File: src/hw/rtl/rsnh_pkg.sv
// Package for the ray/sphere nearest-hit block: widths, register indexes,
// controller states and the command/status structs. No dependencies.
package rsnh_pkg;

  localparam int unsigned CoordBitsDefault = 24;
  localparam int unsigned DirBits          = 16;
  localparam int unsigned TBits            = 26;
  localparam int unsigned CfgIdxBits       = 3;
  localparam int unsigned CfgDataBits      = 32;

  localparam logic [CfgIdxBits-1:0] RegOriginX = 3'd0;
  localparam logic [CfgIdxBits-1:0] RegOriginY = 3'd1;
  localparam logic [CfgIdxBits-1:0] RegOriginZ = 3'd2;
  localparam logic [CfgIdxBits-1:0] RegDirX    = 3'd3;
  localparam logic [CfgIdxBits-1:0] RegDirY    = 3'd4;
  localparam logic [CfgIdxBits-1:0] RegDirZ    = 3'd5;

  localparam logic [DirBits-1:0] DirXReset = 16'sd16384;

  typedef enum logic [2:0] {
    StIdle,
    StProd,
    StSum,
    StRoot,
    StSqrt,
    StPick,
    StOut
  } state_e;

  typedef struct packed {
    logic load;      // capture the accepted sphere
    logic prod;      // form oc and products
    logic sum;       // form hb and p, ocsq
    logic root_init; // compare p with ocsq, seed square root
    logic sqrt_step; // one square-root bit
    logic pick;      // choose root and update running minimum
    logic out_take;  // result beat taken, clear state
  } cmd_t;

  typedef struct packed {
    logic sqrt_done;
    logic is_last;
  } stat_t;

endpackage

File: src/hw/rtl/rsnh_ctrl.sv
// Controller state machine of the nearest-hit block.
// Depends on rsnh_pkg for the state enum and the command/status structs.
module rsnh_ctrl (
  input  logic            clk_i,
  input  logic            rst_ni,
  input  logic            in_valid_i,
  output logic            in_ready_o,
  output logic            out_valid_o,
  input  logic            out_ready_i,
  input  rsnh_pkg::stat_t stat_i,
  output rsnh_pkg::cmd_t  cmd_o
);
  rsnh_pkg::state_e state_q, state_d;

  always_ff @(posedge clk_i or negedge rst_ni) begin
    if (!rst_ni) begin
      state_q <= rsnh_pkg::StIdle;
    end else begin
      state_q <= state_d;
    end
  end

  always_comb begin
    state_d     = state_q;
    cmd_o       = '0;
    in_ready_o  = 1'b0;
    out_valid_o = 1'b0;
    unique case (state_q)
      rsnh_pkg::StIdle: begin
        in_ready_o = 1'b1;
        if (in_valid_i) begin
          cmd_o.load = 1'b1;
          state_d    = rsnh_pkg::StProd;
        end
      end
      rsnh_pkg::StProd: begin
        cmd_o.prod = 1'b1;
        state_d    = rsnh_pkg::StSum;
      end
      rsnh_pkg::StSum: begin
        cmd_o.sum = 1'b1;
        state_d   = rsnh_pkg::StRoot;
      end
      rsnh_pkg::StRoot: begin
        cmd_o.root_init = 1'b1;
        state_d         = rsnh_pkg::StSqrt;
      end
      rsnh_pkg::StSqrt: begin
        cmd_o.sqrt_step = 1'b1;
        if (stat_i.sqrt_done) begin
          state_d = rsnh_pkg::StPick;
        end
      end
      rsnh_pkg::StPick: begin
        cmd_o.pick = 1'b1;
        state_d    = stat_i.is_last ? rsnh_pkg::StOut : rsnh_pkg::StIdle;
      end
      rsnh_pkg::StOut: begin
        out_valid_o = 1'b1;
        if (out_ready_i) begin
          cmd_o.out_take = 1'b1;
          state_d        = rsnh_pkg::StIdle;
        end
      end
      default: state_d = rsnh_pkg::StIdle;
    endcase
  end

`ifndef ASSERT_OFF
  a_no_overlap: assert property (@(posedge clk_i) disable iff (!rst_ni)
    !(in_ready_o && out_valid_o)) else $error("accept while result pending");
  a_out_after_pick: assert property (@(posedge clk_i) disable iff (!rst_ni)
    $rose(out_valid_o) |-> $past(cmd_o.pick && stat_i.is_last))
    else $error("result without a last sphere");
  a_take_idle: assert property (@(posedge clk_i) disable iff (!rst_ni)
    cmd_o.out_take |=> in_ready_o) else $error("no return to idle");
`endif
endmodule

File: config.mk
export PLATFORM = sky130hd
export DESIGN_NAME = rsnh_ctrl
export DESIGN_NICKNAME = d
export VERILOG_FILES = /design/src/hw/rtl/rsnh_pkg.sv /design/src/hw/rtl/rsnh_ctrl.sv
export SDC_FILE = /design/constraint.sdc
export NUM_CORES = 1
export LEC_CHECK = 0
export ABC_AREA = 1
export BUFFER_PORTS_ARGS = -buffer_cell sky130_fd_sc_hd__clkbuf_2
export CAP_MARGIN = 20
export CORE_AREA = 4 4 41 43
export DETAILED_ROUTE_END_ITERATION = 8
export DIE_AREA = 0 0 45 47
export PLACE_DENSITY = 0.52
export RECOVER_POWER = 100
export SYNTH_ARGS = -nofsm -noshare
export SYNTH_HDL_FRONTEND = slang
export SYNTH_SLANG_ARGS = --single-unit
export TNS_END_PERCENT = 1
File: constraint.sdc
create_clock -name clk_i -period 3.35 [get_ports clk_i]
set_clock_uncertainty 0.1 [all_clocks]
set_input_delay 0.1675 -clock clk_i [delete_from_list [all_inputs] [get_ports clk_i]]
set_output_delay 0.1675 -clock clk_i [all_outputs]
set_load 0.01 [all_outputs]
======== After elaboration in Yosys (flattened, before gate mapping) ========
Index checks and enable logic that the tools add are counted.
word-level totals
  bits in registers ....................... 3
  logic and storage cells ................. 28
cells by class
  multiplexer cells ....................... 16
  reduce and logical (&&, ||, !) cells .... 2
  equality and inequality tests ........... 9
operators by type and width
  operator            number
  $pmux 3 s7          1
  $mux 3              4
  $mux 1              11
  $eq 3x3->1 const B  3
  $eq 3x2->1 const B  2
  $ne 2x2->1 const B  3
  $eq 3x1->1 const B  1
  $logic_not 3->1     1
  $reduce_and 3->1    1

======== Logic depth before layout (Yosys ltp) ========
Gate-level depths: netlist of the first run.
  depth after elaboration ................. 3
  depth in mapped cells ................... 6
  mapped depth without buffers ............ 5

======== Worst setup path after synthesis of the first run ========
Ideal clock, no wire load.
  kind .................................... reg2reg
  start ................................... register state_q[1]
  end ..................................... register state_q[2]
  path buffers ............................ 0
  path slack .............................. 2250 ps
  period minus slack after synthesis ...... 1100 ps
  arrival time ............................ 875 ps
  library setup time ...................... 125 ps
  cell stages (with the launch flop) ...... 5
  cells stage by stage .................... dfrtp_1 -> nor2_2 -> nand2_2 -> nor2_1 -> o21bai_1
on the way
  cells in the longest elaborated chain, start to end .. 3
  elaborated cells on any way between the ends .. 12
RTL lines
  element                                        line             RTL
  from (decl)                                    rsnh_ctrl.sv:13  rsnh_pkg::state_e state_q, state_d;
  from (signal assigned)                         rsnh_ctrl.sv:17  state_q <= rsnh_pkg::StIdle;
  from (signal assigned)                         rsnh_ctrl.sv:19  state_q <= state_d;
  $eq 3x3->1 or $logic_not 3->1 (tied branches)  rsnh_ctrl.sv:28  unique case (state_q)
  $ne 2x2->1 (no line)                           -
  $reduce_and 3->1 (no line)                     -
Several ways; a longest one is shown, not always the timed one.
A chain may end at the register's enable or synchronous reset.

==> flow_metrics.env, run 1 <==
export IMPL_status="completed"
export IMPL_end_kind="output pin"
export IMPL_synth_edf_count=0
export IMPL_finalCriticalPeriod_ns=1.49
export IMPL_antenna_cells=0
export IMPL_vias=272
export IMPL_fp_dieW_um=45
export IMPL_ys_seq_area_frac=0.291
export IMPL_synth_cells=37
export IMPL_yosysMostFrequentCell="inv_1"
export IMPL_place_gp_congestion=0.732
export IMPL_synth_seq_cells=3
export IMPL_cp_common_cell="nor2_1"
export IMPL_slew_violations=0
export IMPL_fillerInstances=158
export IMPL_die_area_um2=2120
export IMPL_total_power_mw=0.303
export IMPL_postSynthAreaPerCell_um2=6.97
export IMPL_timing_final_crit_share=0.445
export IMPL_globalRouteOverflowTotal=0
export IMPL_finalSetupTns_ns=0
export IMPL_drive_gt1_frac=0.255
export IMPL_crit_chain="nor2_1 -> nand2_2 -> nor2_1 -> clkbuf_1"
export IMPL_syn_cell_area_um2=258
export IMPL_layout_setup_ws_ns=1.86
export IMPL_preCtsSetupSlack_ns=2.16
export IMPL_final_cell_count_no_fill=70
export IMPL_worst_pin_slew_ns=0.245
export IMPL_cts_made_buffers=3
export IMPL_clk_latency_ns=0.23
export IMPL_syn_to_final_growth_pct=34.5
export IMPL_finalSetupViolations=0
export IMPL_power_density_nw_per_um2=876
export IMPL_viasPerCell=3.89
export IMPL_whs_path_depth=4
export IMPL_cts_buffer_depth=2
export IMPL_yosysWarnings=0
export IMPL_drc_errors=0
export IMPL_die_h_um=47
export IMPL_rsz0062_at_grt="no"
export IMPL_dr_pass1_iters=3
export IMPL_fmax_mhz=671
export IMPL_grt_pass1_vias=268
export IMPL_finish_net_count=62
export IMPL_cts_root_buf="clkbuf_4"
export IMPL_track_usage=0.0745
export IMPL_htree_levels=1
export IMPL_worstPathRequired_ns=3.08
export IMPL_fp_row_count=13
export IMPL_synth_top_area_cell="dfrtp_1"
export IMPL_dpl_cell_count=65
export IMPL_synth_main_ff_cell="dfrtp_1"
export IMPL_synth_async_sr_flop_share=1.00
export IMPL_cts_resized=0
export IMPL_num_io_pins=15
export IMPL_cts_num_sinks=3
export IMPL_grt_pass1_wl_mm=1.07
export IMPL_irDropWorstVdd_uv=284
export IMPL_criticalPathCategory="flop to output pin"
export IMPL_cts_tree="done"
export IMPL_regMostFlops="state_q"
export IMPL_largest_reg_flops=3
export IMPL_drv_cap=0
export IMPL_start_util=0.198
export IMPL_hold_viol_final=0
export IMPL_antenna_found_initial=0
export IMPL_arrival_ns=1.22
export IMPL_synth_top_area_frac=0.291
export IMPL_worst_path_max_fanout=6
export IMPL_synth_area_leaders="dfrtp_1 (29%), inv_1 (13%), nor3_2 (12%)"
export IMPL_crit_path_max_incr_delay_ns=0.43
export IMPL_routed_wl_um=606
export IMPL_hp_class="input pin to flop"
export IMPL_ant_nets=0
export IMPL_drt_iter0_markers=4
export IMPL_relSlewSlack=0.835
export IMPL_synth_cell_types=16
export IMPL_dpl_hpwl_um=484
export IMPL_start_kind="flop"
export IMPL_crit_slowest_cell="dfrtp_1"
export IMPL_top_regs="state_q x3"
export IMPL_clk_pin_slew_ns=0.04
export IMPL_p_leak_nw=0.218
export IMPL_io_buffers=14
export IMPL_fin_util=0.266
export IMPL_synth_nets=43
export IMPL_ys_top_cells_by_count="inv_1 (9), nand2_1 (4), nor2_1 (4), dfrtp_1 (3), nor3_2 (3)"
export IMPL_reg2reg_depth=4
export IMPL_wl_per_cell_um=8.66
export IMPL_core_area_um2=1300
export IMPL_grt_start_max_net_pins=9
-- cell usage in the layout (no fill, tap or decap) --
cell | netlist | routed
nand3_1 | 2 | 3
nand2_2 | 1 | 1
dfrtp_1 | 3 | 3
o21bai_1 | 1 | 1
clkbuf_1 | 0 | 7
nor3_1 | 1 | 3
nand3b_1 | 1 | 1
o21ai_0 | 1 | 1
nor2_1 | 4 | 5
dlygate4sd3_1 | 0 | 1
inv_1 | 9 | 11
clkbuf_2 | 0 | 8
nand4_1 | 1 | 1
nand2_1 | 4 | 4
nor2_2 | 2 | 1
nor3_2 | 3 | 1
clkbuf_4 | 0 | 3
-- routing by layer --
layer,vias to the layer above,global-route usage,part of all wire
met2,12,0.102,0.41
met1,111,0.0894,0.46
met4,0,0.0702,0.031
met5,-,0,0
met3,2,0.0268,0.092
li1,147,-,-
-- critical path, delay by kind of cell (launching register included) --
family / cells / cell delay (ns)
flops: 1 / 0.43
simple gates: 3 / 0.41
buf+inv: 1 / 0.15
-- final timing paths --
path	start	endpoint	slack (ns)
worst max-delay path	state_q[1]	cmd_o[6]	1.86
worst max register to register	state_q[1]	state_q[2]	2.12
worst min-delay path	out_ready_i	state_q[1]	0.15
min in group asynchronous	rst_ni	state_q[1]	0.17
worst min register to register	state_q[1]	state_q[1]	0.57
max in group asynchronous	rst_ni	state_q[2]	2.83
-- through the flow --
step / hold slack (ns) / area [µm²]
2_1_floorplan: -0.228 / 258
3_3_place_gp: -0.134 / 335
3_5_place_dp: -0.133 / 335
4_1_cts: 0.147 / 372
5_1_grt: 0.176 / 347
6_report: 0.148 / 347
-- cell families after synthesis --
kind of cell | count (synthesis) | synth area share
and+or+nand+nor | 20 | 0.456
DFF | 3 | 0.291
buffers and inverters | 12 | 0.204
AOI/OAI and AO/OA | 2 | 0.0485
-- report_power, final --
part / internal [mW] / switching [mW]
sequential: 0.0543 / 0.0255
clock: 0.0447 / 0.0197
combinational: 0.0601 / 0.0991
-- timing repair --
action	CTS	global route
hold buffers	1	0
endpoints found under the hold margin	3	0
setup buffers	0	0
-- final cells by class --
type / count / area, µm² / area share
tap: 15 / 18.8 / 0.0542
clock buffer: 4 / 26.3 / 0.0758
sequential: 3 / 75.1 / 0.217
timing repair buffer: 15 / 72.6 / 0.209
multi-input combinational: 22 / 113 / 0.325
inverter: 11 / 41.3 / 0.119
Note: power is estimated with default switching activity, not from simulation.
==> run 2, diff against run 1 <==
Clock period 3.35 ns to 1.5 ns, I/O delays scaled along.
==> flow_metrics.env, run 2 (same netlist as run 1, synthesis figures left out) <==
export IMPL_status="completed"
export IMPL_relSlewSlack=0.818
export IMPL_p_int_mw=0.360
export IMPL_viasPerCell=3.99
export IMPL_antenna_cells=0
export IMPL_htree_levels=1
export IMPL_timing_final_crit_share=0.906
export IMPL_rsz0062_at_grt="no"
export IMPL_cts_made_buffers=3
export IMPL_seq_area_um2=75.1
export IMPL_num_io_pins=15
export IMPL_wl_per_cell_um=8.77
export IMPL_netSwitchingFraction=0.473
export IMPL_cts_tree="done"
export IMPL_place_gp_congestion=0.766
export IMPL_worst_pin_slew_ns=0.271
export IMPL_power_density_nw_per_um2=1960
export IMPL_die_area_um2=2120
export IMPL_drt_iter0_markers=4
export IMPL_final_cell_mix="inv_1 (11), clkbuf_2 (9), clkbuf_1 (6)"
export IMPL_top_regs="state_q x3"
export IMPL_dpl_cell_count=65
export IMPL_finalSetupViolations=0
export IMPL_reg2reg_from="state_q[1]"
export IMPL_comb_power_share=0.521
export IMPL_largest_reg_flops=3
export IMPL_globalRouteOverflowTotal=0
export IMPL_cts_buffer_depth=2
export IMPL_clk_pin_slew_ns=0.04
export IMPL_drv_cap=0
export IMPL_core_area_um2=1300
export IMPL_dr_pass1_iters=4
export IMPL_finalCriticalPeriod_ns=1.36
export IMPL_vias=279
export IMPL_io_buffers=14
export IMPL_start_util=0.198
export IMPL_irDropWorstVdd_uv=597
export IMPL_hp_start="in_valid_i"
export IMPL_routed_wl_um=614
export IMPL_p_switching_mw=0.323
export IMPL_criticalPathCategory="flop to output pin"
export IMPL_regMostFlops="state_q"
export IMPL_dpl_hpwl_um=499
export IMPL_start_kind="flop"
export IMPL_post_cts_buffers=0
export IMPL_clk_latency_ns=0.23
export IMPL_finish_net_count=62
export IMPL_grt_pass1_wl_mm=1.00
export IMPL_slew_violations=0
export IMPL_fillerInstances=164
export IMPL_p_seq_frac=0.269
export IMPL_grt_pass1_vias=252
export IMPL_fmax_mhz=736
export IMPL_drc_errors=0
export IMPL_track_usage=0.0721
export IMPL_cts_root_buf="clkbuf_4"
export IMPL_die_h_um=47
export IMPL_startpoint="state_q[1]"
export IMPL_arrival_ns=1.18
export IMPL_finalSetupTns_ns=0
export IMPL_end_kind="output pin"
export IMPL_multi_input_area_um2=113
export IMPL_fp_dieW_um=45
export IMPL_final_common_cell="inv_1"
export IMPL_hold_viol_final=0
export IMPL_grt_start_max_net_pins=9
export IMPL_fp_row_count=13
export IMPL_worstPathRequired_ns=1.32
export IMPL_ant_nets=0
export IMPL_drive_gt1_frac=0.273
export IMPL_worst_path_max_fanout=6
export IMPL_clkPwrFrac=0.210
export IMPL_cts_num_sinks=3
export IMPL_final_cell_count_no_fill=70
export IMPL_syn_to_final_growth_pct=35.0
export IMPL_antenna_found_initial=0
export IMPL_p_leak_nw=0.221
export IMPL_hp_class="input pin to flop"
## run 2: cell count changes in the layout (fill, tap and decap cells not counted)
cell,previous run,this run
nor2_1,5,4
clkbuf_2,8,9
nand2_1,4,5
nor2_2,1,2
nand2_2,1,0
clkbuf_1,7,6
## run 2: metal layers
layer,part of all wire,vias to the layer above,GRT usage
met3,0.098,0,0.0268
met4,0,0,0.0877
met2,0.45,11,0.0904
met1,0.44,119,0.0849
met5,0,-,0
li1,-,149,-
## run 2: worst max-delay path, stage by stage (launching register included)
cell and delay (ns):
dfrtp_1 0.43, nor2_2 0.17, nand2_1 0.10, nor2_1 0.10
clkbuf_1 0.15
## run 2: layout make-up
type	count	area share
clock buffer	4	0.0755
inverter	11	0.119
multi-input combinational	22	0.324
sequential	3	0.216
tap	15	0.0540
timing repair buffer	15	0.212
## run 2: power by group through the flow
stage	Clock, mW	Sequential [mW]	Combinational (mW)
finish	0.143	0.184	0.356
global placement	0	0.198	0.393
detailed placement	0	0.199	0.393
CTS	0.154	0.198	0.396
global route	0.162	0.189	0.419
floorplan	0	0.170	0.311
## run 2: per-stage QoR
stage | utilization | power, mW | hold WS (ns) | setup WS, ns | instance area (µm²)
global placement | 0.258 | 0.591 | -0.226 | 0.306 | 335
detailed placement | 0.258 | 0.592 | -0.228 | 0.315 | 335
global route | 0.267 | 0.770 | 0.0607 | 0.0349 | 348
finish | 0.267 | 0.683 | 0.0505 | 0.141 | 348
CTS | 0.286 | 0.748 | 0.0423 | 0.115 | 372
floorplan | - | 0.481 | -0.321 | 0.400 | 258
## run 2: final timing paths
path | to | slack, ns | cells past startpoint
max | cmd_o[6] | 0.14 | 4
min in group asynchronous | state_q[0] | 0.07 | 2
min | state_q[2] | 0.05 | 3
min reg2reg | state_q[1] | 0.59 | 2
max reg2reg | state_q[2] | 0.32 | 4
max in group asynchronous | state_q[1] | 1.08 | 2
## run 2: timing repair
action	4_1_cts	5_1_grt
hold buffers	1	0
hold endpoints to repair	3	0
resized for setup	0	0
